$ cat src/sv/mer_pkg.sv
// Package for the midpoint ellipse rasterizer: constants, codes, command and status types.
package mer_pkg;

	localparam int COORD_BITS  = 12;
	localparam int RADIUS_BITS = 11;
	localparam int DEC_BITS    = 48;
	localparam int PADDR_BITS  = 4;
	localparam int PDATA_BITS  = 32;

	localparam logic [1:0] REG_CENTER_X = 2'd0;
	localparam logic [1:0] REG_CENTER_Y = 2'd1;
	localparam logic [1:0] REG_RADIUS_X = 2'd2;
	localparam logic [1:0] REG_RADIUS_Y = 2'd3;

	localparam logic [1:0] PIX_PP = 2'd0;
	localparam logic [1:0] PIX_MP = 2'd1;
	localparam logic [1:0] PIX_PM = 2'd2;
	localparam logic [1:0] PIX_MM = 2'd3;

	typedef enum logic [1:0] {
		PH_DONE,
		PH_R1,
		PH_R2
	} phase_t;

	typedef enum logic [1:0] {
		SK_R1_X,
		SK_R1_XY,
		SK_R2_Y,
		SK_R2_XY
	} step_t;

	typedef enum logic [2:0] {
		MA_RX,
		MA_RY,
		MA_RX2,
		MA_RY2,
		MA_TX,
		MA_TY
	} mul_a_t;

	typedef enum logic [3:0] {
		MB_RX,
		MB_RY,
		MB_X,
		MB_Y,
		MB_ONE,
		MB_TX,
		MB_TY,
		MB_RY2,
		MB_TMP
	} mul_b_t;

	typedef enum logic [2:0] {
		ACC_HOLD,
		ACC_LOAD_D,
		ACC_LOAD_P,
		ACC_ADD_P,
		ACC_SUB_P
	} acc_op_t;

	typedef enum logic [2:0] {
		XY_HOLD,
		XY_LOAD,
		XY_INC_X,
		XY_DEC_Y,
		XY_STEP
	} xy_op_t;

	typedef enum logic [4:0] {
		S_IDLE,
		S_SQ0, S_SQ1, S_SQ2,
		S_RS0, S_RS1, S_RS2, S_RS3, S_RS4,
		S_CMP0, S_CMP1, S_CMP2, S_CMP3,
		S_RC0, S_RC1, S_RC2, S_RC3, S_RC4, S_RC5, S_RC6,
		S_EMIT0, S_EMIT1, S_EMIT2, S_EMIT3,
		S_UP0, S_UP1, S_UP2, S_UP3, S_UP4, S_UP5,
		S_DONE
	} ctrl_state_t;

	typedef struct packed {
		mul_a_t     mul_a;
		mul_b_t     mul_b;
		logic       rx2_load;
		logic       ry2_load;
		logic       tmp_load;
		acc_op_t    acc_op;
		logic [1:0] acc_sh;
		logic       d_load;
		xy_op_t     xy_op;
		logic       out_load;
		logic       out_done;
		logic [1:0] out_idx;
	} dp_cmd_t;

	typedef struct packed {
		logic y_neg;
		logic d_neg;
		logic d_pos;
		logic cmp_le;
		logic out_free;
	} dp_stat_t;

endpackage

$ cat src/sv/mer_if.sv
// Stream interfaces: step command channel and pixel result channel.
interface mer_in_if;
	logic valid;
	logic ready;
	logic restart;

	modport source (output valid, output restart, input ready);
	modport sink (input valid, input restart, output ready);
endinterface


$ cat src/sv/mer_ctrl.sv
// Controller: sequences multiplies, emits and updates for each accepted step command.
module mer_ctrl (
	input  logic               clk,
	input  logic               arst_n,
	mer_in_if.sink             cmd,
	output mer_pkg::dp_cmd_t   ctl,
	input  mer_pkg::dp_stat_t  stat
);

	mer_pkg::ctrl_state_t state_q, state_d;
	mer_pkg::phase_t      phase_q, phase_d;
	mer_pkg::step_t       step_q, step_d;
	logic                 restart_q;
	logic                 accept;

	assign cmd.ready = (state_q == mer_pkg::S_IDLE);
	assign accept    = cmd.valid & cmd.ready;

	always_ff @(posedge clk or negedge arst_n) begin
		if (!arst_n) begin
			state_q   <= mer_pkg::S_IDLE;
			phase_q   <= mer_pkg::PH_DONE;
			step_q    <= mer_pkg::SK_R1_X;
			restart_q <= 1'b0;
		end else begin
			state_q <= state_d;
			phase_q <= phase_d;
			step_q  <= step_d;
			if (accept)
				restart_q <= cmd.restart;
		end
	end

	always_comb begin
		state_d = state_q;
		phase_d = phase_q;
		step_d  = step_q;
		ctl     = '0;
		case (state_q)
			mer_pkg::S_IDLE: begin
				if (accept)
					state_d = mer_pkg::S_SQ0;
			end
			mer_pkg::S_SQ0: begin
				ctl.mul_a = mer_pkg::MA_RX;
				ctl.mul_b = mer_pkg::MB_RX;
				state_d   = mer_pkg::S_SQ1;
			end
			mer_pkg::S_SQ1: begin
				ctl.rx2_load = 1'b1;
				ctl.mul_a    = mer_pkg::MA_RY;
				ctl.mul_b    = mer_pkg::MB_RY;
				state_d      = mer_pkg::S_SQ2;
			end
			mer_pkg::S_SQ2: begin
				ctl.ry2_load = 1'b1;
				if (restart_q)
					state_d = mer_pkg::S_RS0;
				else begin
					case (phase_q)
						mer_pkg::PH_R1: state_d = stat.y_neg ? mer_pkg::S_DONE : mer_pkg::S_CMP0;
						mer_pkg::PH_R2: state_d = stat.y_neg ? mer_pkg::S_DONE : mer_pkg::S_EMIT0;
						default:        state_d = mer_pkg::S_DONE;
					endcase
				end
			end
			// start point: d = 4ry2 - 4rx2*ry + rx2
			mer_pkg::S_RS0: begin
				ctl.mul_a = mer_pkg::MA_RY2;
				ctl.mul_b = mer_pkg::MB_ONE;
				state_d   = mer_pkg::S_RS1;
			end
			mer_pkg::S_RS1: begin
				ctl.acc_op = mer_pkg::ACC_LOAD_P;
				ctl.acc_sh = 2'd2;
				ctl.mul_a  = mer_pkg::MA_RX2;
				ctl.mul_b  = mer_pkg::MB_RY;
				state_d    = mer_pkg::S_RS2;
			end
			mer_pkg::S_RS2: begin
				ctl.acc_op = mer_pkg::ACC_SUB_P;
				ctl.acc_sh = 2'd2;
				ctl.mul_a  = mer_pkg::MA_RX2;
				ctl.mul_b  = mer_pkg::MB_ONE;
				state_d    = mer_pkg::S_RS3;
			end
			mer_pkg::S_RS3: begin
				ctl.acc_op = mer_pkg::ACC_ADD_P;
				state_d    = mer_pkg::S_RS4;
			end
			mer_pkg::S_RS4: begin
				ctl.d_load = 1'b1;
				ctl.xy_op  = mer_pkg::XY_LOAD;
				phase_d    = mer_pkg::PH_R1;
				state_d    = mer_pkg::S_IDLE;
			end
			// region one test: ry2*x - rx2*y <= 0
			mer_pkg::S_CMP0: begin
				ctl.mul_a = mer_pkg::MA_RY2;
				ctl.mul_b = mer_pkg::MB_X;
				state_d   = mer_pkg::S_CMP1;
			end
			mer_pkg::S_CMP1: begin
				ctl.acc_op = mer_pkg::ACC_LOAD_P;
				ctl.mul_a  = mer_pkg::MA_RX2;
				ctl.mul_b  = mer_pkg::MB_Y;
				state_d    = mer_pkg::S_CMP2;
			end
			mer_pkg::S_CMP2: begin
				ctl.acc_op = mer_pkg::ACC_SUB_P;
				state_d    = mer_pkg::S_CMP3;
			end
			mer_pkg::S_CMP3: begin
				state_d = stat.cmp_le ? mer_pkg::S_EMIT0 : mer_pkg::S_RC0;
			end
			// region change: d = ry2*tx^2 + 4rx2*ty^2 - 4rx2*ry2
			mer_pkg::S_RC0: begin
				ctl.mul_a = mer_pkg::MA_TX;
				ctl.mul_b = mer_pkg::MB_TX;
				state_d   = mer_pkg::S_RC1;
			end
			mer_pkg::S_RC1: begin
				ctl.tmp_load = 1'b1;
				ctl.mul_a    = mer_pkg::MA_TY;
				ctl.mul_b    = mer_pkg::MB_TY;
				state_d      = mer_pkg::S_RC2;
			end
			mer_pkg::S_RC2: begin
				ctl.tmp_load = 1'b1;
				ctl.mul_a    = mer_pkg::MA_RY2;
				ctl.mul_b    = mer_pkg::MB_TMP;
				state_d      = mer_pkg::S_RC3;
			end
			mer_pkg::S_RC3: begin
				ctl.acc_op = mer_pkg::ACC_LOAD_P;
				ctl.mul_a  = mer_pkg::MA_RX2;
				ctl.mul_b  = mer_pkg::MB_TMP;
				state_d    = mer_pkg::S_RC4;
			end
			mer_pkg::S_RC4: begin
				ctl.acc_op = mer_pkg::ACC_ADD_P;
				ctl.acc_sh = 2'd2;
				ctl.mul_a  = mer_pkg::MA_RX2;
				ctl.mul_b  = mer_pkg::MB_RY2;
				state_d    = mer_pkg::S_RC5;
			end
			mer_pkg::S_RC5: begin
				ctl.acc_op = mer_pkg::ACC_SUB_P;
				ctl.acc_sh = 2'd2;
				state_d    = mer_pkg::S_RC6;
			end
			mer_pkg::S_RC6: begin
				ctl.d_load = 1'b1;
				phase_d    = mer_pkg::PH_R2;
				state_d    = mer_pkg::S_EMIT0;
			end
			mer_pkg::S_EMIT0: begin
				ctl.out_idx = mer_pkg::PIX_PP;
				if (stat.out_free) begin
					ctl.out_load = 1'b1;
					state_d      = mer_pkg::S_EMIT1;
				end
			end
			mer_pkg::S_EMIT1: begin
				ctl.out_idx = mer_pkg::PIX_MP;
				if (stat.out_free) begin
					ctl.out_load = 1'b1;
					state_d      = mer_pkg::S_EMIT2;
				end
			end
			mer_pkg::S_EMIT2: begin
				ctl.out_idx = mer_pkg::PIX_PM;
				if (stat.out_free) begin
					ctl.out_load = 1'b1;
					state_d      = mer_pkg::S_EMIT3;
				end
			end
			mer_pkg::S_EMIT3: begin
				ctl.out_idx = mer_pkg::PIX_MM;
				if (stat.out_free) begin
					ctl.out_load = 1'b1;
					state_d      = mer_pkg::S_UP0;
				end
			end
			// step: d += 8ry2*x - 8rx2*y + 4(ry2|rx2), terms chosen by step kind
			mer_pkg::S_UP0: begin
				if (phase_q == mer_pkg::PH_R1)
					step_d = stat.d_neg ? mer_pkg::SK_R1_X : mer_pkg::SK_R1_XY;
				else
					step_d = stat.d_pos ? mer_pkg::SK_R2_Y : mer_pkg::SK_R2_XY;
				case (step_d)
					mer_pkg::SK_R1_X: ctl.xy_op = mer_pkg::XY_INC_X;
					mer_pkg::SK_R2_Y: ctl.xy_op = mer_pkg::XY_DEC_Y;
					default:          ctl.xy_op = mer_pkg::XY_STEP;
				endcase
				ctl.acc_op = mer_pkg::ACC_LOAD_D;
				state_d    = mer_pkg::S_UP1;
			end
			mer_pkg::S_UP1: begin
				ctl.mul_a = mer_pkg::MA_RY2;
				ctl.mul_b = mer_pkg::MB_X;
				state_d   = mer_pkg::S_UP2;
			end
			mer_pkg::S_UP2: begin
				if (step_q != mer_pkg::SK_R2_Y) begin
					ctl.acc_op = mer_pkg::ACC_ADD_P;
					ctl.acc_sh = 2'd3;
				end
				ctl.mul_a = mer_pkg::MA_RX2;
				ctl.mul_b = mer_pkg::MB_Y;
				state_d   = mer_pkg::S_UP3;
			end
			mer_pkg::S_UP3: begin
				if (step_q != mer_pkg::SK_R1_X) begin
					ctl.acc_op = mer_pkg::ACC_SUB_P;
					ctl.acc_sh = 2'd3;
				end
				if (step_q == mer_pkg::SK_R1_X || step_q == mer_pkg::SK_R1_XY)
					ctl.mul_a = mer_pkg::MA_RY2;
				else
					ctl.mul_a = mer_pkg::MA_RX2;
				ctl.mul_b = mer_pkg::MB_ONE;
				state_d   = mer_pkg::S_UP4;
			end
			mer_pkg::S_UP4: begin
				ctl.acc_op = mer_pkg::ACC_ADD_P;
				ctl.acc_sh = 2'd2;
				state_d    = mer_pkg::S_UP5;
			end
			mer_pkg::S_UP5: begin
				ctl.d_load = 1'b1;
				state_d    = mer_pkg::S_IDLE;
			end
			mer_pkg::S_DONE: begin
				phase_d = mer_pkg::PH_DONE;
				if (stat.out_free) begin
					ctl.out_load = 1'b1;
					ctl.out_done = 1'b1;
					state_d      = mer_pkg::S_IDLE;
				end
			end
			default: state_d = mer_pkg::S_IDLE;
		endcase
	end

	a_load_only_when_free: assert property (@(posedge clk) disable iff (!arst_n)
		ctl.out_load |-> stat.out_free)
		else $error("pixel loaded into a busy output register");

	a_restart_silent: assert property (@(posedge clk) disable iff (!arst_n)
		(restart_q && state_q != mer_pkg::S_IDLE) |-> !ctl.out_load)
		else $error("restart produced a pixel transfer");

	a_accept_from_idle: assert property (@(posedge clk) disable iff (!arst_n)
		accept |=> (state_q == mer_pkg::S_SQ0 && restart_q == $past(cmd.restart)))
		else $error("step command not captured");

endmodule

$ cat src/flat_wrapper.sv
// flat-port wrapper written by rule: the top's interface ports become plain ports
module mer_ctrl_flat 
  (clk, arst_n, ctl, stat, cmd_valid, cmd_restart, cmd_ready);
  mer_in_if cmd_i ();
  input  logic clk;
  input  logic arst_n;
  output mer_pkg::dp_cmd_t ctl;
  input  mer_pkg::dp_stat_t stat;
  input wire logic [$bits(cmd_i.valid)-1:0] cmd_valid;
  input wire logic [$bits(cmd_i.restart)-1:0] cmd_restart;
  output wire logic [$bits(cmd_i.ready)-1:0] cmd_ready;
  assign cmd_i.valid = cmd_valid;
  assign cmd_i.restart = cmd_restart;
  assign cmd_ready = cmd_i.ready;
  mer_ctrl u_core (.clk(clk), .arst_n(arst_n), .cmd(cmd_i), .ctl(ctl), .stat(stat));
endmodule
$ cat config.mk
export PLATFORM = sky130hd
export DESIGN_NAME = mer_ctrl_flat
export DESIGN_NICKNAME = d
export VERILOG_FILES = /design/src/sv/mer_pkg.sv /design/src/sv/mer_if.sv /design/src/sv/mer_ctrl.sv /design/src/flat_wrapper.sv
export SDC_FILE = /design/constraint.sdc
export NUM_CORES = 1
export LEC_CHECK = 0
export BUFFER_PORTS_ARGS = -buffer_cell sky130_fd_sc_hd__buf_2
export CORE_UTILIZATION = 45
export CTS_CLUSTER_SIZE = 40
export DETAILED_ROUTE_END_ITERATION = 10
export HOLD_SLACK_MARGIN = 0.08
export PLACE_DENSITY = 0.81
export SLEW_MARGIN = 40
export SYNTH_ARGS = -nofsm -noshare
export SYNTH_HDL_FRONTEND = slang
export SYNTH_SLANG_ARGS = --single-unit
$ cat constraint.sdc
create_clock -name clk -period 2.2 [get_ports clk]
set_input_delay 0.66 -clock clk [delete_from_list [all_inputs] [get_ports clk]]
set_output_delay 0.66 -clock clk [all_outputs]
set_load 0.05 [all_outputs]
==> out/summary.log, run 1 <==
qor: yosys.postSynthNetCount 187
qor: clocking.cell_at_the_root_of_the_clock_tree sky130_fd_sc_hd__clkbuf_4
qor: die.pin_count 33
qor: run_status.status did not finish
qor: clocking.cts-root-to-sink-buffers 2
qor: die.fp.dieW 53.9 um
qor: yosys.yosys.cell_types.count 46
qor: yosys.avgSynthCellArea 6.92 sq um
qor: yosys.yosys.area.top_type_share 0.207
qor: timing.grt_repair_worst_endpoint ctl[12]
qor: die.dieHeight 53.9 um
qor: yosys.yosys_warning_total 0
qor: die.floorplan.initialDensity 0.484
qor: place.placedInstanceArea 1880 sq um
qor: run_status.outcome.stop_stage 5_1_grt
qor: yosys.synth.ff_latch_count 10
qor: place.dp_cells 261
qor: die.rows 18
qor: yosys.synth_enable_flop_cells 0
qor: global_routing.grt_max_degree 17
qor: yosys.seq_area_frac_synth 0.207
qor: yosys.synth_cells 175
qor: timing.worst_path_end_type output port
qor: yosys.mappedNetlistArea 1210 sq um
qor: place.hpwl 3510 um
qor: yosys.synth_area_leader_cell sky130_fd_sc_hd__dfrtp_1
qor: place.buffer_ports.inserted 32
qor: place.place.gp.congestion 0.951
qor: yosys.async_reset_ff_frac 1.00
qor: run_status.error_message [ERROR DPL-0038] Utilization greater than 100%, impossible to legalize
qor: clocking.cts_max_level 1
qor: clocking.cts-buffers-inserted 3
qor: clocking.clkSinkCount 10
qor: yosys.synth_area_leaders sky130_fd_sc_hd__dfrtp_1, sky130_fd_sc_hd__o21ai_0, sky130_fd_sc_hd__nand2_1
qor: yosys.ys_dominant_reg_cell sky130_fd_sc_hd__dfrtp_1
[cells in the mapped netlist, types with 2 or more instances]
cell / instances
sky130_fd_sc_hd__a211oi_1: 4
sky130_fd_sc_hd__a21o_1: 3
sky130_fd_sc_hd__dfrtp_1: 10
sky130_fd_sc_hd__a211o_1: 2
sky130_fd_sc_hd__nor2b_1: 4
sky130_fd_sc_hd__a21oi_1: 9
sky130_fd_sc_hd__xnor2_1: 4
sky130_fd_sc_hd__or3_1: 2
sky130_fd_sc_hd__buf_1: 3
sky130_fd_sc_hd__nor2_1: 13
sky130_fd_sc_hd__inv_1: 9
sky130_fd_sc_hd__o31ai_1: 2
sky130_fd_sc_hd__a31oi_1: 7
sky130_fd_sc_hd__o22ai_1: 7
sky130_fd_sc_hd__o21ai_0: 14
sky130_fd_sc_hd__nor4_1: 2
sky130_fd_sc_hd__nand2_1: 15
sky130_fd_sc_hd__nand2b_1: 5
sky130_fd_sc_hd__nand3_1: 7
sky130_fd_sc_hd__or3b_1: 2
sky130_fd_sc_hd__o32a_1: 2
sky130_fd_sc_hd__or3b_2: 2
sky130_fd_sc_hd__a2111oi_0: 2
sky130_fd_sc_hd__a32oi_1: 2
sky130_fd_sc_hd__nor3_1: 9
sky130_fd_sc_hd__clkbuf_1: 12
sky130_fd_sc_hd__ha_1: 3
[per-stage QoR]
step | TNS (ps) | setup slack [ps]
CTS | -1110 | -104
detailed placement | -38.8 | -38.8
global placement | 0 | 41.3
floorplan | -450 | -107
[cell families after synthesis]
logic type | after synthesis | share of synthesized area
and+or+nand+nor | 66 | 0.277
DFF | 10 | 0.207
AOI/OAI and AO/OA | 64 | 0.353
buffers and inverters | 26 | 0.0868
muxes | 1 | 0.00930
adders and majority gates | 3 | 0.0310
xor gates and xnor gates | 5 | 0.0362
[what timing repair did]
action,CTS
hold buffers,0
resized for setup,86
setup buffers,10
setup endpoints to repair,24
pin swaps,9
==> run 2: changes to the inputs <==
--- a/config.mk
+++ b/config.mk
@@ -6,11 +6,9 @@
 export NUM_CORES = 1
 export LEC_CHECK = 0
 export BUFFER_PORTS_ARGS = -buffer_cell sky130_fd_sc_hd__buf_2
-export CORE_UTILIZATION = 45
-export CTS_CLUSTER_SIZE = 40
+export CORE_UTILIZATION = 30
 export DETAILED_ROUTE_END_ITERATION = 10
-export HOLD_SLACK_MARGIN = 0.08
-export PLACE_DENSITY = 0.81
+export PLACE_DENSITY_LB_ADDON = 0.15
 export SLEW_MARGIN = 40
 export SYNTH_ARGS = -nofsm -noshare
 export SYNTH_HDL_FRONTEND = slang
==> run 2 against run 1 <==
- the flow now finishes, with violations (setup timing)
- synthesized area did not move
- synthesized cell count stayed put
==> out/summary.log, run 2 <==
qor: run_status.status complete, but fails checks
qor: run_status.violated_checks setup timing
qor: die.fp.dieW 65.5 um
qor: yosys.yosys-top-cells-count sky130_fd_sc_hd__nand2_1, sky130_fd_sc_hd__o21ai_0, sky130_fd_sc_hd__nor2_1
qor: die.floorplan_die_area 4300 sq um
qor: worst_setup_path.worst-r2r-cell-count 8
qor: cells_and_area.top_library_cells_by_usage_in_the_layout_fill_and_taps_aside sky130_fd_sc_hd__buf_4, sky130_fd_sc_hd__buf_6, sky130_fd_sc_hd__nand2_1, sky130_fd_sc_hd__buf_2
qor: worst_setup_path.critical_path_class reg2out
qor: drt.avgRoutedWirePerCell 17.7 um
qor: yosys.mappedNetlistArea 1210 sq um
qor: place.dp_cells 287
qor: global_routing.overflow 0
qor: clocking.clk_pin_slew 60 ps
qor: timing.final-setup-viol-count 12
qor: yosys.seq_area_frac_synth 0.207
qor: clocking.cts_max_level 1
qor: clocking.clkSinkCount 10
qor: cells_and_area.top_regs u_core.state_q x5, u_core.phase_q x2, u_core.step_q x2
qor: yosys.post-synth-top-count-cell sky130_fd_sc_hd__nand2_1
qor: timing.final-max-slew-violation-count 0
qor: yosys.avgSynthCellArea 6.92 sq um
qor: worst_setup_path.critPathLaunch u_core.state_q[4]
qor: yosys.synth_area_leaders sky130_fd_sc_hd__dfrtp_1, sky130_fd_sc_hd__o21ai_0, sky130_fd_sc_hd__nand2_1
qor: drt.wirelength 5500 um
qor: cells_and_area.insertedDiodeCount 0
qor: worst_setup_path.worstSetupEndpoint ctl[18]
qor: timing.worst_pin_slew 545 ps
qor: die.pin_count 33
qor: timing.finalWorstPathRequiredPeriod 2280 ps
qor: yosys.yosys_warning_total 0
qor: worst_setup_path.critical_path_arrival 1620 ps
qor: timing.peak_freq 439 MHz
qor: clocking.postCtsHoldBufs 0
qor: timing.hold_violations 0
qor: timing.timing.final.ws_setup -80.1 ps
qor: cells_and_area.fraction_of_layout_instances_using_a_drive_strength_above_1 0.669
qor: drt.routed_via_count 1818
qor: clocking.cts-root-to-sink-buffers 2
qor: yosys.postSynthNetCount 187
qor: worst_setup_path.reg2reg_from u_core.phase_q[1]
qor: yosys.async_reset_ff_frac 1.00
qor: clocking.tritoncts built
qor: yosys.synth_area_leader_cell sky130_fd_sc_hd__dfrtp_1
qor: yosys.yosys.cell_types.count 46
qor: worst_setup_path.top_fanout_value_on_the_critical_path 6
qor: drt.drc 0
qor: die.dieHeight 65.5 um
qor: place.place.gp.congestion 0.867
qor: cells_and_area.synthToLayoutAreaGrowth 120%
qor: yosys.synth_enable_flop_cells 0
qor: yosys.synth_cells 175
qor: drt.detail_route.vias_per_cell 5.85
qor: global_routing.grt_pass1_vias 1655
qor: min_path.hold_path_class in2async
qor: worst_setup_path.end_kind output port
qor: clocking.cell_at_the_root_of_the_clock_tree sky130_fd_sc_hd__clkbuf_8
qor: die.floorplan.initialDensity 0.321
qor: clocking.cts-buffers-inserted 3
qor: worst_setup_path.worstSetupStartpointType register
qor: global_routing.grt_first_pass_wirelength 8100 um
qor: die.rows 22
qor: timing.slew_headroom 0.627
qor: drt.first_drt_pass_iteration_count 5
qor: drt.detail_route.iter0.violations 140
qor: timing.clock-skew-final 7.78 ps
qor: drt.drtAntennaViolNets 0
qor: worst_setup_path.reg2reg_slack 100 ps
qor: flow_run.timing.max_cap.violations 0
qor: die.core_region_area 3770 sq um
qor: clocking.clock_latency 250 ps
qor: global_routing.grt_antenna_before_repair 0
qor: timing.min_period_over_period 1.04
qor: worst_setup_path.worstReg2RegEnd u_core.state_q[1]
qor: cells_and_area.layout.cells.most_common sky130_fd_sc_hd__buf_4
qor: place.buffer_ports.inserted 32
qor: global_routing.groute.usage.overall 0.248
qor: cells_and_area.final-instance-count-excl-fill 311
qor: worst_setup_path.crit_required 1540 ps
qor: global_routing.grt_max_degree 14
qor: cells_and_area.nets_final 276
qor: yosys.synth.ff_latch_count 10
qor: yosys.ys_dominant_reg_cell sky130_fd_sc_hd__dfrtp_1
qor: cells_and_area.fill_cells 272
qor: cells_and_area.top_register u_core.state_q
qor: yosys.yosys.area.top_type_share 0.207
qor: place.hpwl 3670 um
qor: timing.grt_setup_unrepaired yes
qor: cells_and_area.largest_register_ff_count 5
## run 2: cell type report
type,instances,area (sq um),area share
Clock buffer,4,55.1,0.0207
Inverter,10,45.0,0.0169
Multi-Input combinational cell,139,1340,0.502
Sequential cell,10,256,0.0963
Tap cell,48,60.1,0.0226
Timing Repair Buffer,100,910,0.342
## run 2: kinds of logic (layout without fill, tap and decap cells)
kind of cell	after synthesis	after routing	synth area share
flip-flops	10	10	0.207
buffers and inverters	26	114	0.0868
multiplexers	1	1	0.00930
adder cells (fa/ha/maj)	3	3	0.0310
XOR/XNOR	5	5	0.0362
AO/OA/AOI/OAI	64	64	0.353
AND/OR/NAND/NOR	66	66	0.277
## run 2: how the worst min path moves through the flow
stage               startpoint           endpoint  slack, ps  cells after the start
floorplan               arst_n  u_core.phase_q[0]        360                      0
global placement        arst_n   u_core.restart_q        540                      1
detailed placement      arst_n   u_core.restart_q        540                      1
CTS                     arst_n  u_core.phase_q[1]        280                      1
global route            arst_n  u_core.phase_q[1]        290                      1
finish                  arst_n  u_core.state_q[4]        270                      1
## run 2: stage by stage
stage / instance area [sq um] / setup slack [ps] / util / hold slack [ps] / setup TNS (ps)
2_1_floorplan: 1450 / -107 / - / 364 / -450
3_3_place_gp: 1960 / -8.13 / 0.520 / 539 / -8.13
3_5_place_dp: 1960 / -5.50 / 0.520 / 545 / -8.80
4_1_cts: 2370 / -54.2 / 0.628 / 280 / -390
5_1_grt: 2660 / -156 / 0.706 / 291 / -1410
6_report: 2660 / -80.1 / 0.706 / 273 / -587
## run 2: timing repair
item / in CTS / in global routing
resized for setup: 90 / 43
setup buffers: 6 / 13
setup endpoints to repair: 23 / 23
pin swaps: 14 / 8
gates cloned: 0 / 2
## run 2: routing by layer
layer  global-route usage  wire, um
met5                    0         0
met4               0.0625        82
met3               0.0434       302
met2                0.419      2730
met1                0.324      2380
## run 2: critical path, cell delays in order (launching register included)
cell	delay, ps
sky130_fd_sc_hd__dfrtp_2	450
sky130_fd_sc_hd__or3b_4	410
sky130_fd_sc_hd__o21ai_2	90
sky130_fd_sc_hd__a32oi_2	90
sky130_fd_sc_hd__o21ai_4	150
sky130_fd_sc_hd__buf_6	170
Power of run 2 is not shown: default switching activity piles up to over one toggle a cycle in this logic, so the estimate is an artifact.
==> run 3: changes to the inputs <==
--- a/config.mk
+++ b/config.mk
@@ -13,3 +13,4 @@
 export SYNTH_ARGS = -nofsm -noshare
 export SYNTH_HDL_FRONTEND = slang
 export SYNTH_SLANG_ARGS = --single-unit
+export TNS_END_PERCENT = 1
==> constraint.sdc (replaced) <==
create_clock -name clk -period 2.2 [get_ports clk]
set_input_delay 0.33 -clock clk [delete_from_list [all_inputs] [get_ports clk]]
set_output_delay 0.33 -clock clk [all_outputs]
set_load 0.05 [all_outputs]
==> run 3 against run 2 <==
- the run now ends clean
- hold slack improved by 58 ps
- routed wire length decreased by 27%
- global-route usage shrank 4.1 points
- clock skew down 4.8 ps
- register-to-register slack improved by 160 ps
- count of clock-buffer cells in the layout down 1
- sequential share of layout area is 6.0 points higher
- die area is the same
- critical path type unchanged
- highest routed layer unchanged
==> out/summary.log, run 3 (same netlist as run 2, synthesis figures left out) <==
qor: cells_and_area.fraction_of_layout_instances_using_a_drive_strength_above_1 0.304
qor: min_path.hold_path_class in2reg
qor: drt.detail_route.iter0.violations 115
qor: die.dieHeight 65.5 um
qor: die.floorplan_die_area 4300 sq um
qor: timing.final-setup-viol-count 0
qor: timing.final-max-slew-violation-count 0
qor: die.floorplan.initialDensity 0.321
qor: worst_setup_path.end_kind output port
qor: global_routing.grt_antenna_before_repair 0
qor: drt.drc 0
qor: cells_and_area.nets_final 231
qor: clocking.clk_pin_slew 50 ps
qor: worst_setup_path.critical_path_class reg2out
qor: cells_and_area.multi_input_combinational_cell_area 878 sq um
qor: worst_setup_path.crit_required 1870 ps
qor: drt.first_drt_pass_iteration_count 4
qor: drt.avgRoutedWirePerCell 15.2 um
qor: global_routing.overflow 0
qor: die.core_region_area 3770 sq um
qor: cells_and_area.layout.cells.most_common sky130_fd_sc_hd__buf_2
qor: global_routing.grt_max_degree 16
qor: clocking.cell_at_the_root_of_the_clock_tree sky130_fd_sc_hd__clkbuf_8
qor: place.buffer_ports.inserted 32
qor: clocking.cts_max_level 1
qor: timing.whs 331 ps
qor: timing.slew_headroom 0.701
qor: drt.drtAntennaViolNets 0
qor: clocking.cts_setup_buffers 0
qor: timing.worst_pin_slew 438 ps
qor: place.hpwl 3180 um
qor: timing.grt_setup_unrepaired yes
qor: cells_and_area.insertedDiodeCount 0
qor: clocking.clock_latency 230 ps
qor: timing.min_period_over_period 0.961
qor: cells_and_area.top_register u_core.state_q
qor: place.place.gp.congestion 0.894
qor: cells_and_area.area.sequential 253 sq um
qor: timing.clock-skew-final 3.02 ps
qor: die.rows 22
qor: drt.detail_route.vias_per_cell 5.66
qor: flow_run.timing.max_cap.violations 0
qor: drt.wirelength 4040 um
qor: die.pin_count 33
qor: die.fp.dieW 65.5 um
qor: clocking.clkSinkCount 10
qor: timing.finalWorstPathRequiredPeriod 2110 ps
qor: clocking.cts-root-to-sink-buffers 2
qor: cells_and_area.top_regs u_core.state_q x5, u_core.phase_q x2, u_core.step_q x2
qor: global_routing.groute.usage.overall 0.207
qor: cells_and_area.fill_cells 414
qor: timing.hold_violations 0
qor: worst_setup_path.critical_path_arrival 1780 ps
qor: cells_and_area.synthToLayoutAreaGrowth 33.2%
qor: worst_setup_path.worstSetupStartpointType register
qor: cells_and_area.largest_register_ff_count 5
qor: global_routing.grt_first_pass_wirelength 6870 um
qor: worst_setup_path.worst-r2r-cell-count 4
qor: worst_setup_path.top_fanout_value_on_the_critical_path 4
qor: min_path.whs_path_depth 2
qor: cells_and_area.top_library_cells_by_usage_in_the_layout_fill_and_taps_aside sky130_fd_sc_hd__buf_2, sky130_fd_sc_hd__buf_4, sky130_fd_sc_hd__nand2_1
qor: global_routing.grt_pass1_vias 1468
qor: timing.fin_setup_tns 0 ps
qor: run_status.status complete, no violations
qor: clocking.cts-buffers-inserted 3
qor: drt.routed_via_count 1501
qor: timing.peak_freq 473 MHz
qor: clocking.tritoncts built
[run 3: cell count changes in the layout (fill, tap and decap cells not counted), moves of 5 or more]
| cell | previous run | this run |
|---|---|---|
| sky130_fd_sc_hd__nor3_1 | 3 | 9 |
| sky130_fd_sc_hd__nor3_4 | 5 | 0 |
| sky130_fd_sc_hd__buf_2 | 10 | 29 |
| sky130_fd_sc_hd__nor2_1 | 3 | 13 |
| sky130_fd_sc_hd__o21ai_0 | 7 | 12 |
| sky130_fd_sc_hd__buf_4 | 48 | 24 |
| sky130_fd_sc_hd__nor2_4 | 7 | 0 |
| sky130_fd_sc_hd__buf_6 | 37 | 0 |
[run 3: final timing paths]
path	start	end	slack (ps)
worst min register to register	u_core.restart_q	u_core.restart_q	580
worst max-delay path	u_core.phase_q[1]	ctl[6]	90
min in group asynchronous	arst_n	u_core.state_q[3]	490
worst max register to register	u_core.state_q[3]	u_core.state_q[0]	260
worst min-delay path	cmd_restart	u_core.restart_q	330
max in group asynchronous	arst_n	u_core.state_q[0]	1500
[run 3: through the flow]
stage                     cell area (sq um)  worst slack [ps]   util  std cells
final                                  1610              86.7  0.428        265
after global routing                   1610             -7.18  0.428        265
after CTS                              1590              18.5  0.422        265
after detailed placement               1540               285  0.409        261
after global placement                 1540               281  0.409        261
after floorplan                        1220              -308      -        175
[run 3: layer usage]
metal | GRT usage | vias to the layer above | share of wire
li1 | - | 737 | -
met1 | 0.258 | 708 | 0.45
met2 | 0.365 | 47 | 0.48
met3 | 0.0122 | 9 | 0.043
met4 | 0.0870 | 0 | 0.021
met5 | 0 | - | 0
[run 3: cell type report]
type                    count  share of cell area
repair buffers             55               0.213
well taps                  48              0.0372
flip-flops and latches     10               0.157
multi-input cells         139               0.545
clock buffers               3              0.0256
inverters                  10              0.0233
[run 3: worst max-delay path: stages, from the launching register on]
cell,delay (ps)
sky130_fd_sc_hd__dfrtp_1,420
sky130_fd_sc_hd__inv_1,120
sky130_fd_sc_hd__ha_1,200
sky130_fd_sc_hd__nand2b_1,140
sky130_fd_sc_hd__a21boi_0,220
sky130_fd_sc_hd__nor2b_1,210
sky130_fd_sc_hd__buf_4,230
[run 3: timing repair]
action,in CTS,in global routing
endpoints found under the hold margin,10,0
endpoints found under the setup margin,0,11
gates resized for setup,0,9
hold buffers,1,0
Power of run 3 is left out for the same reason.
==> run 4: changes to the inputs <==
--- a/config.mk
+++ b/config.mk
@@ -5,11 +5,11 @@
 export SDC_FILE = /design/constraint.sdc
 export NUM_CORES = 1
 export LEC_CHECK = 0
-export BUFFER_PORTS_ARGS = -buffer_cell sky130_fd_sc_hd__buf_2
+export ABC_CLOCK_PERIOD_IN_PS = 2200
 export CORE_UTILIZATION = 30
 export DETAILED_ROUTE_END_ITERATION = 10
+export DONT_BUFFER_PORTS = 1
 export PLACE_DENSITY_LB_ADDON = 0.15
-export SLEW_MARGIN = 40
 export SYNTH_ARGS = -nofsm -noshare
 export SYNTH_HDL_FRONTEND = slang
 export SYNTH_SLANG_ARGS = --single-unit
==> run 4 against run 3 <==
- cell count fell by 3.0%
- hold slack got worse by 89 ps
- via count fell by 3.5%
- highest routed layer unchanged
- utilization rose by 1.9 points
- maximum frequency rose by 0.86%
- register-to-register slack improved by 20 ps
- non-clock buffer count fell by 9
- critical endpoint is now ctl[12]
- worst setup slack improved by 18 ps
==> out/summary.log, run 4 (same netlist as run 2, synthesis figures left out) <==
qor: cells_and_area.nets_final 222
qor: die.core_region_area 3770 sq um
qor: min_path.timing.hold.worst.start cmd_restart
qor: die.fp.dieW 65.5 um
qor: global_routing.grt_pass1_vias 1439
qor: die.pin_count 33
qor: worst_setup_path.top_fanout_value_on_the_critical_path 10
qor: global_routing.groute.usage.overall 0.202
qor: drt.routedLengthMet1 1890 um
qor: global_routing.overflow 0
qor: clocking.cts-buffers-inserted 3
qor: clocking.cell_at_the_root_of_the_clock_tree sky130_fd_sc_hd__clkbuf_8
qor: die.floorplan_die_area 4300 sq um
qor: worst_setup_path.critPathLaunch u_core.state_q[4]
qor: clocking.cts_setup_buffers 0
qor: worst_setup_path.worstSetupStartpointType register
qor: flow_run.timing.max_cap.violations 0
qor: timing.peak_freq 477 MHz
qor: global_routing.grt_first_pass_wirelength 6850 um
qor: drt.detail_route.iter0.violations 138
qor: die.dieHeight 65.5 um
qor: timing.clock-skew-final 6.67 ps
qor: drt.routed-wl-met3 190 um
qor: timing.grt_setup_unrepaired no
qor: place.hpwl 3160 um
qor: die.rows 22
qor: clocking.clk_pin_slew 50 ps
qor: drt.wirelength 4020 um
qor: clocking.cts-root-to-sink-buffers 2
qor: cells_and_area.fill_cells 395
qor: timing.finalWorstPathRequiredPeriod 2100 ps
qor: min_path.hold_path_class in2reg
qor: timing.min_period_over_period 0.952
qor: run_status.status complete, no violations
qor: place.place.gp.congestion 0.879
qor: worst_setup_path.crit_required 1870 ps
qor: global_routing.grt_max_degree 24
qor: drt.detail_route.vias_per_cell 5.63
qor: cells_and_area.insertedDiodeCount 0
qor: drt.avgRoutedWirePerCell 15.7 um
qor: drt.drtAntennaViolNets 0
qor: clocking.cts_max_level 1
qor: worst_setup_path.reg2reg_from u_core.state_q[3]
qor: drt.routed_via_count 1448
qor: drt.dr.max_layer_used met4
qor: clocking.tritoncts built
qor: worst_setup_path.critical_path_class reg2out
qor: drt.drc 0
qor: drt.first_drt_pass_iteration_count 5
qor: worst_setup_path.critical_path_arrival 1770 ps
qor: global_routing.grt_antenna_before_repair 0
qor: clocking.clkSinkCount 10
qor: cells_and_area.largest_register_ff_count 5
qor: clocking.clock_latency 240 ps
qor: cells_and_area.top_regs u_core.state_q x5, u_core.phase_q x2, u_core.step_q x2
qor: timing.hold_violations 0
qor: worst_setup_path.end_kind output port
qor: place.buffer_ports.inserted 0
qor: timing.worst_pin_slew 488 ps
qor: cells_and_area.layout.cells.most_common sky130_fd_sc_hd__buf_4
qor: timing.whs 242 ps
qor: cells_and_area.top_library_cells_by_usage_in_the_layout_fill_and_taps_aside sky130_fd_sc_hd__buf_4, sky130_fd_sc_hd__nand2_1, sky130_fd_sc_hd__nor2_1
qor: timing.slew_headroom 0.674
qor: drt.wl_met2 1920 um
qor: timing.final-max-slew-violation-count 0
qor: timing.final-setup-viol-count 0
qor: cells_and_area.fraction_of_layout_instances_using_a_drive_strength_above_1 0.311
qor: cells_and_area.top_register u_core.state_q
qor: die.floorplan.initialDensity 0.321
qor: cells_and_area.synthToLayoutAreaGrowth 39.2%
==> run 4: changes by cell type in the layout (fill, tap and decap cells not counted), sizes merged <==
| cell | before | now |
|---|---|---|
| buf | 53 | 45 |
| clkinv | 1 | 0 |
| clkinvlp | 0 | 1 |
==> run 4: area by class of cell <==
class,instances,area [sq um],share of cell area
Inverter,10,41.3,0.0245
Multi-Input combinational cell,139,897,0.532
Timing Repair Buffer,46,377,0.223
Clock buffer,4,55.1,0.0327
Tap cell,48,60.1,0.0356
Sequential cell,10,255,0.151
==> run 4: through the flow <==
step,setup TNS [ps],setup slack (ps),area (sq um),util,std cells
after floorplan,-2560,-308,1220,-,175
after global placement,0,281,1600,0.423,252
after detailed placement,0,279,1600,0.423,252
after CTS,0,47.2,1660,0.441,257
after global routing,0,16.6,1690,0.447,257
final,0,105,1690,0.447,257
==> run 4: worst paths after layout <==
path / depth (start not counted) / endpoint / slack (ps)
min reg2reg: 1 / u_core.restart_q / 570
max in group asynchronous: 1 / u_core.state_q[3] / 1350
min in group asynchronous: 1 / u_core.state_q[1] / 490
max: 5 / ctl[12] / 100
max reg2reg: 4 / u_core.state_q[0] / 280
min: 1 / u_core.restart_q / 240
==> run 4: repair_timing <==
item                                    CTS  global route
resized for setup                         0            10
endpoints found under the setup margin    0            10
endpoints found under the hold margin    10             0
hold buffers                              1             0
==> run 4: layer usage <==
metal,vias up,global-route usage
met5,-,0
met4,0,0.0788
met3,2,0.0226
met2,45,0.331
met1,681,0.268
li1,720,-
==> run 4: worst max-delay path: stages, from the launching register on <==
cell and delay, ps:
sky130_fd_sc_hd__dfrtp_2 470, sky130_fd_sc_hd__or3b_2 470, sky130_fd_sc_hd__a31oi_1 180, sky130_fd_sc_hd__o32a_1 170, sky130_fd_sc_hd__nor2_1 40, sky130_fd_sc_hd__buf_4 190
Power of run 4 is left out for the same reason.
